--- src/rtl/rth_pkg.sv ---
package rth_pkg;

	localparam int unsigned NumCells = 16;
	localparam logic [14:0] HueFull = 15'd23040;
	localparam logic [12:0] HueSixth = 13'd3840;

	typedef struct packed {
		logic [7:0]  rem;
		logic [15:0] nq;
		logic [7:0]  dv;
	} lane_t;

	typedef struct packed {
		lane_t       hue;
		lane_t       sat;
		logic [15:0] lig;
	} cell_t;

endpackage

--- src/rtl/rth_if.sv ---
interface rgb_if;
	logic       valid;
	logic       ready;
	logic [7:0] red;
	logic [7:0] green;
	logic [7:0] blue;
	modport source (output valid, red, green, blue, input ready);
	modport sink (input valid, red, green, blue, output ready);
endinterface

interface hsl_if;
	logic        valid;
	logic        ready;
	logic [14:0] hue;
	logic [15:0] saturation;
	logic [15:0] lightness;
	modport source (output valid, hue, saturation, lightness, input ready);
	modport sink (input valid, hue, saturation, lightness, output ready);
endinterface

--- src/rtl/rgb_to_hsl_top.sv ---
// rgb to hsl converter: one pixel a clock unless the output stalls; a row
// of 16 divider cells produces one quotient bit each for hue and saturation
// in parallel; lightness rides along. each cell stalls only when it is full
// and its neighbor cannot take, so the input keeps accepting while a result
// waits at the output until the row is full.
module rgb_to_hsl_top
	import rth_pkg::*;
(
	input logic   clk,
	input logic   arst_n,
	rgb_if.sink   pix,
	hsl_if.source hsl
);

	cell_t chain_d [NumCells+1];
	logic  chain_v [NumCells+1];
	logic  chain_r [NumCells+1];

	rth_front u_front (
		.red   (pix.red),
		.green (pix.green),
		.blue  (pix.blue),
		.seed  (chain_d[0])
	);

	assign chain_v[0] = pix.valid;
	assign pix.ready = chain_r[0];

	for (genvar i = 0; i < NumCells; i++) begin : g_cell
		rth_cell u_cell (
			.clk       (clk),
			.arst_n    (arst_n),
			.in_valid  (chain_v[i]),
			.in_ready  (chain_r[i]),
			.in_data   (chain_d[i]),
			.out_valid (chain_v[i+1]),
			.out_ready (chain_r[i+1]),
			.out_data  (chain_d[i+1])
		);
	end

	assign chain_r[NumCells] = hsl.ready;
	assign hsl.valid = chain_v[NumCells];
	assign hsl.hue = chain_d[NumCells].hue.nq[14:0];
	assign hsl.saturation = chain_d[NumCells].sat.nq;
	assign hsl.lightness = chain_d[NumCells].lig;

`ifndef NO_ASSERTIONS
	a_hue_range: assert property (@(posedge clk) disable iff (!arst_n)
		hsl.valid |-> hsl.hue < HueFull) else $error("hue out of range");
	a_div_nonzero: assert property (@(posedge clk) disable iff (!arst_n)
		chain_v[1] |-> (chain_d[1].hue.dv != 8'd0 && chain_d[1].sat.dv != 8'd0))
		else $error("zero divisor in chain");
	a_accept_lands: assert property (@(posedge clk) disable iff (!arst_n)
		(pix.valid && pix.ready) |=> chain_v[1]) else $error("transaction lost");
	a_rem_bound: assert property (@(posedge clk) disable iff (!arst_n)
		chain_v[1] |-> chain_d[1].hue.rem < chain_d[1].hue.dv)
		else $error("remainder exceeds divisor");
`endif

endmodule

--- src/rtl/rth_front.sv ---
module rth_front
	import rth_pkg::*;
(
	input  logic [7:0] red,
	input  logic [7:0] green,
	input  logic [7:0] blue,
	output cell_t      seed
);

	logic [7:0] mx, mn, d, t;
	logic [8:0] s;
	logic signed [8:0] x;
	logic signed [24:0] base, nh;
	logic [23:0] ns;
	logic [16:0] s257;

	always_comb begin
		mx = red;
		mn = red;
		if (green > mx) mx = green;
		if (blue > mx) mx = blue;
		if (green < mn) mn = green;
		if (blue < mn) mn = blue;
		d = mx - mn;
		s = {1'b0, mx} + {1'b0, mn};
		if (mx == red) begin
			x = $signed({1'b0, green}) - $signed({1'b0, blue});
			base = (x < 0) ? 25'(d) * 25'(HueFull) : 25'sd0;
		end else if (mx == green) begin
			x = $signed({1'b0, blue}) - $signed({1'b0, red});
			base = 25'(d) * 25'(2 * HueSixth);
		end else begin
			x = $signed({1'b0, red}) - $signed({1'b0, green});
			base = 25'(d) * 25'(4 * HueSixth);
		end
		nh = base + 25'(x) * $signed({12'd0, HueSixth});
		t = (s <= 9'd255) ? s[7:0] : 8'(9'd510 - s);
		ns = {d, 16'd0} - 24'(d);
		s257 = {s, 8'd0} + 17'(s);
		// grey: numerator 0 over divisor 1 gives a zero quotient
		if (d == 8'd0) begin
			seed.hue = '{rem: 8'd0, nq: 16'd0, dv: 8'd1};
			seed.sat = '{rem: 8'd0, nq: 16'd0, dv: 8'd1};
		end else begin
			seed.hue = '{rem: nh[23:16], nq: nh[15:0], dv: d};
			seed.sat = '{rem: ns[23:16], nq: ns[15:0], dv: t};
		end
		seed.lig = s257[16:1];
	end

endmodule

--- src/rtl/rth_cell.sv ---
module rth_cell
	import rth_pkg::*;
(
	input  logic  clk,
	input  logic  arst_n,
	input  logic  in_valid,
	output logic  in_ready,
	input  cell_t in_data,
	output logic  out_valid,
	input  logic  out_ready,
	output cell_t out_data
);

	cell_t nxt;
	cell_t data_q;
	logic  valid_q;

	function automatic lane_t step(lane_t l);
		logic [8:0] tr;
		logic [8:0] df;
		logic       ge;
		lane_t      o;
		tr = {l.rem, l.nq[15]};
		df = tr - {1'b0, l.dv};
		ge = tr >= {1'b0, l.dv};
		o.rem = ge ? df[7:0] : tr[7:0];
		o.nq = {l.nq[14:0], ge};
		o.dv = l.dv;
		return o;
	endfunction

	always_comb begin
		nxt.hue = step(in_data.hue);
		nxt.sat = step(in_data.sat);
		nxt.lig = in_data.lig;
	end

	assign in_ready = !valid_q || out_ready;
	assign out_valid = valid_q;
	assign out_data = data_q;

	always_ff @(posedge clk or negedge arst_n) begin
		if (!arst_n) begin
			valid_q <= 1'b0;
		end else if (in_ready) begin
			valid_q <= in_valid;
		end
	end

	always_ff @(posedge clk) begin
		if (in_ready && in_valid) begin
			data_q <= nxt;
		end
	end

endmodule
--- src/flat_wrapper.sv ---
// flat-port wrapper written by rule: the top's interface ports become plain ports
module rgb_to_hsl_top_flat import rth_pkg::*;
  (clk, arst_n, pix_valid, pix_red, pix_green, pix_blue, pix_ready, hsl_valid, hsl_hue, hsl_saturation, hsl_lightness, hsl_ready);
  rgb_if pix_i ();
  hsl_if hsl_i ();
  input logic clk;
  input logic arst_n;
  input wire logic [$bits(pix_i.valid)-1:0] pix_valid;
  input wire logic [$bits(pix_i.red)-1:0] pix_red;
  input wire logic [$bits(pix_i.green)-1:0] pix_green;
  input wire logic [$bits(pix_i.blue)-1:0] pix_blue;
  output wire logic [$bits(pix_i.ready)-1:0] pix_ready;
  output wire logic [$bits(hsl_i.valid)-1:0] hsl_valid;
  output wire logic [$bits(hsl_i.hue)-1:0] hsl_hue;
  output wire logic [$bits(hsl_i.saturation)-1:0] hsl_saturation;
  output wire logic [$bits(hsl_i.lightness)-1:0] hsl_lightness;
  input wire logic [$bits(hsl_i.ready)-1:0] hsl_ready;
  assign pix_i.valid = pix_valid;
  assign pix_i.red = pix_red;
  assign pix_i.green = pix_green;
  assign pix_i.blue = pix_blue;
  assign pix_ready = pix_i.ready;
  assign hsl_valid = hsl_i.valid;
  assign hsl_hue = hsl_i.hue;
  assign hsl_saturation = hsl_i.saturation;
  assign hsl_lightness = hsl_i.lightness;
  assign hsl_i.ready = hsl_ready;
  rgb_to_hsl_top u_core (.clk(clk), .arst_n(arst_n), .pix(pix_i), .hsl(hsl_i));
endmodule
--- config.mk ---
export PLATFORM = sky130hd
export DESIGN_NAME = rgb_to_hsl_top_flat
export DESIGN_NICKNAME = d
export VERILOG_FILES = /design/src/rtl/rth_pkg.sv /design/src/rtl/rth_if.sv /design/src/rtl/rgb_to_hsl_top.sv /design/src/rtl/rth_front.sv /design/src/rtl/rth_cell.sv /design/src/flat_wrapper.sv
export SDC_FILE = /design/constraint.sdc
export NUM_CORES = 2
export LEC_CHECK = 0
export BUFFER_PORTS_ARGS = -buffer_cell sky130_fd_sc_hd__clkbuf_2
export CAP_MARGIN = 20
export CORE_UTILIZATION = 55
export DETAILED_ROUTE_END_ITERATION = 6
export PLACE_DENSITY_LB_ADDON = 0.05
export SLEW_MARGIN = 15
export SYNTH_ARGS = -nofsm -noshare
export SYNTH_HDL_FRONTEND = slang
export SYNTH_SLANG_ARGS = --single-unit
--- constraint.sdc ---
create_clock -name clk -period 9.39 [get_ports clk]
set_input_delay 1.878 -clock clk [delete_from_list [all_inputs] [get_ports clk]]
set_output_delay 1.878 -clock clk [all_outputs]
set_load 0.05 [all_outputs]
; ---- After elaboration in Yosys (flattened, before gate mapping)
; Index checks and enable logic that the tools add are counted.
[totals]
input_bits = 28
reg_bits = 1263
elab_cells = 299
output_inout_bits = 49
[classes]
muxes = 41
add_sub_neg = 39
order_cmp = 38
n_mul = 4
n_reduce_logical = 49
n_eq_ne = 2
[ops]
columns = cell, count
row1 = $ge A9 B8 Y1, 32
row2 = $mux W8, 35
row3 = $sub A8 B8 Y8, 31
row4 = $mux W64, 1
row5 = $mux W23, 2
row6 = $sub A8 B8 Y9, 3
row7 = $add A24 B22 Y24, 1
row8 = $mul A8 B4 Y12 const B, 2
row9 = $sub A24 B8 Y24, 1
row10 = $mux W22, 1
row11 = $mux W9, 2
row12 = $add A17 B9 Y17, 1
row13 = $eq A8 B8 Y1, 2
row14 = $gt A8 B8 Y1, 2
row15 = $logic_and A1 B1 Y1, 16
row16 = $logic_not A1 Y1, 16
row17 = $logic_or A1 B1 Y1, 16
row18 = $lt A8 B8 Y1, 2
row19 = $mul A8 B6 Y14 const B, 1
row20 = $mul A9 B5 Y14 const B, 1
row21 = $add A8 B8 Y9, 1
row22 = $le A9 B8 Y1 const B, 1
row23 = $lt A9 B1 Y1 const B, 1
row24 = $logic_not A8 Y1, 1
row25 = $sub A8 B8 Y8 const A, 1

; ---- Longest topological paths before layout
[logic_depth]
word_depth = 18
mapped_depth = 56
depth_no_buf = 55

; ---- Modules after synthesis
; From an unflattened synthesis, not the netlist that was laid out.
[hier_totals]
cells_unflattened = 4406
hier_area_um2 = 61881.8
[modules_own_cells]
columns = mod, seq_area_each_um2, instances, area_each_um2, cells_per_inst
row1 = rth_cell at u_core.g_cell[0].u_cell ..., 2427.3, 9, 3417.0, 213
row2 = rth_cell at u_core.g_cell[14].u_cell ..., 2427.3, 7, 3452.1, 218
row3 = rth_front, 0.0, 1, 6964.2, 963

; ---- Worst setup path before layout
; OpenSTA, ideal clock, no wires.
[synth_path]
kind = input to register
from = in pix_green[1]
to = reg u_core.g_cell[0].u_cell.data_q, in the netlist u_core.g_cell[0].u_cell.out_data[74], data pin
setup_slack_ns = -2.896
setup_ns = 0.283
path_stages = 51
t_required_ns = 9.107
n_path_buf = 2
t_arrival_ns = 12.004
cell_sequence = inv_1 > ha_1 > nor2b_1 > o31a_1 > o31ai_4 > a21oi_1 > clkbuf_1 > o21ai_0 > inv_1 > ha_1 > o21a_1 > o21a_1 > o21a_1 > o21a_1 > o21ai_0 > a31oi_1 > clkbuf_1 > mux2i_1 > [15 not listed] > o22ai_1 > ha_1 > a21o_1 > a31o_2 > a21oi_1 > xor2_1 > nor2_1 > ha_1 > o21ai_0 > a21oi_1 > o21ai_0 > a21oi_1 > o21ai_0 > o211ai_1 > a21oi_1 > inv_1 > a2111oi_4 > o32ai_1
[synth_lines]
columns = element, line
row1 = from (decl), flat_wrapper.sv:10  ; input wire logic [$bits(pix_i.green)-1:0] pix_green;
row2 = to (signal assigned), rth_cell.sv:52  ; data_q <= nxt;
row3 = to (decl), rth_cell.sv:15  ; cell_t data_q;

==> out/qor.yml <==
run_status:
  outcome: "finished, violations left"
  violations: "setup timing"
route:
  drc: 0
  routedWlPerCell_um: 15.9
  first_pass_iters: 5
  dr.first_iter.drc_count: 1514
  wirelength_um: 94200
  post_drt_via_cell_ratio: 5.15
  ant_nets: 0
  via_count: 30542
synth:
  synth_area_per_cell_um2: 13.3
  yosys.area.top_type: "edfxtp_1"
  syn_area_um2: 54300
  syn-num-nets: 4563
  ys.flop_type: "edfxtp_1"
  synth_edf_count: 1137
  yosysWarnings: 0
  synth_common_cells: "1137 x edfxtp_1, 528 x inv_1, 396 x ha_1"
  synth-seq-area-share_pct: 63.6
  yosysUniqueCellTypes: 59
  ys_ff_latch: 1153
  synthArstFlopShare_pct: 1.39
  netlist_instances: 4071
  synth_most_common_cell: "edfxtp_1"
  synth_area_leaders: "edfxtp_1 63%, ha_1 9.1%, inv_1 3.7%"
  synth_top_area_share_pct: 62.9
sta:
  final_hold_viol_count: 0
  worst_pin_slew_ns: 1.02
  min_period_over_period_pct: 114
  rsz0062_at_grt: "yes"
  fmax_ghz: 0.0935
  layout_min_cycle_time_ns: 10.70
  final.setup.worst_slack_ns: -1.31
  relSlewSlack_pct: 31.8
  fin_worst_skew_ns: 0.0506
  drv_slew: 0
  setup_viol: 8
clock_network:
  cts.htree.levels: 3
  clockRootBuffer: "clkbuf_16"
  cts_buffers: 114
  cts_tree: "done"
  clockBufferDepth: 3
  clk_pin_slew_ns: 0.06
  clock_sinks: 1153
  clk-insertion-delay-late_ns: 0.69
setup_path:
  timing.critical_path.mode_cell: "o21ai_2"
  required_ns: 9.79
  cp_slowest_cell: "fa_1"
  slowest_delay_ns: 0.53
  cp-end-kind: "flip-flop"
  cp_max_fo: 8
  critical_path_class: "in2reg"
  critical_path.top_delay_family: "compound AO/OA/AOI/OAI gates"
  worstPathArrival_ns: 11.10
  start_kind: "input port"
  crit_buf_inv: 8
place:
  dpl.hpwl_um: 70400
  post_dp_cell_area_um2: 58800
  io_buffers: 76
  gp_congestion: 0.898
floorplan:
  fp-row-count: 114
  dieArea_um2: 100000
  die_w_um: 316
  die_h_um: 316
  start_util_pct: 55.8
  io_pins: 77
  coreArea_um2: 97300
global_route:
  antenna_found_initial: 0
  grt_max_degree: 72
  grt_pass1_vias: 30515
  grt-ovfl-total: 0
  grt_usage_pct: 19.4
  grt_pass1_wl_um: 153000
job:
  cap_violations: 0
layout:
  fin_util_pct: 65.0
  area_growth_syn_to_layout_pct: 16.5
  multi_input_area_um2: 17900
  regArea_um2: 34500
  fin_nets: 5051
  drive_gt1_share_pct: 16.6
  fin_area_um2: 63300
  fillers: 7333
  diodes: 0
hold_path:
  hold_class: "reg2reg"
==> worst paths after layout <==
check	from	to	slack [ns]	cells past startpoint
setup reg to reg	u_core.g_cell[15].u_cell.out_valid$_DFFE_PN0P_	u_core.g_cell[0].u_cell.out_data[25]$_SDFFCE_PP0P_	5.67	11
min in group asynchronous	arst_n	u_core.g_cell[15].u_cell.out_valid$_DFFE_PN0P_	1.12	1
setup / recovery	pix_green[1]	u_core.g_cell[0].u_cell.out_data[77]$_DFFE_PP_	-1.31	52
hold / removal	u_core.g_cell[2].u_cell.out_data[9]$_DFFE_PP_	u_core.g_cell[3].u_cell.out_data[9]$_DFFE_PP_	0.37	0
hold reg to reg	u_core.g_cell[2].u_cell.out_data[9]$_DFFE_PP_	u_core.g_cell[3].u_cell.out_data[9]$_DFFE_PP_	0.37	0
max in group asynchronous	arst_n	u_core.g_cell[9].u_cell.out_valid$_DFFE_PN0P_	7.96	1
==> metal layers <==
metal / global-route usage [%] / wire length [um] / vias up
met4: 6.38 / 2650 / 0
met5: 0 / 0 / -
li1: - / - / 15482
met1: 25.0 / 42000 / 14492
met2: 33.9 / 46700 / 405
met3: 2.44 / 2840 / 163
==> what timing repair did <==
item / 4_1_cts / 5_1_grt
buffers inserted: 26 / 8
pin swaps: 52 / 23
hold buffers: 0 / 0
gates resized for setup: 30 / 40
setup endpoints to repair: 9 / 17
cloned: 0 / 0
==> sequential cells by signal (all words and copies together), names as in the netlist <==
| register | cells |
|---|---|
| u_core.g_cell.u_cell.out_data | 1137 |
| u_core.g_cell.u_cell.out_valid | 16 |
==> logic make-up after synthesis <==
group,count (synthesis),synth area share [%]
xor+xnor,212,3.42
flops,1153,63.6
compound gates,728,8.16
fa+ha+maj,464,11.6
buf+inv,625,4.65
simple gates,843,7.65
mux,46,0.853
==> cell type report <==
cell class,instances,share of cell area [%]
Sequential cell,1153,54.6
Clock inverter,81,1.41
Tap cell,1276,2.52
Inverter,529,3.16
Timing Repair Buffer,468,5.35
Multi-Input combinational cell,2293,28.2
Clock buffer,134,4.73
==> stage by stage <==
step           setup WS (ns)  cells  setup TNS, ns  hold WS [ns]
2_1_floorplan          -1.94   4071         -16.73         0.400
3_5_place_dp           -2.39   5685         -24.28         0.405
3_3_place_gp           -2.18   5685         -21.82         0.400
4_1_cts                -1.19   5926          -9.48         0.359
6_report               -1.31   5934         -10.40         0.371
5_1_grt                -1.75   5934         -13.90         0.372
==> placed cells by master, fill, tap and decap left out, drive strengths merged, types with 24 or more instances in the layout <==
cell type  instances
a21boi            30
nand4             60
nor2             176
and2              53
o31ai             60
xnor2            112
a21oi            126
clkbuf           210
o21ai            337
ha               396
mux2i             44
nor2b            112
xor2             100
clkinv            54
a21o              50
nand2b            77
nand2            273
o21bai            24
or4               29
fa                68
buf              392
o211a             31
edfxtp          1137
inv              531
Power is left out: the tool's default activity adds up to more than one toggle a clock period on the data nets, which glitch-free logic cannot reach.
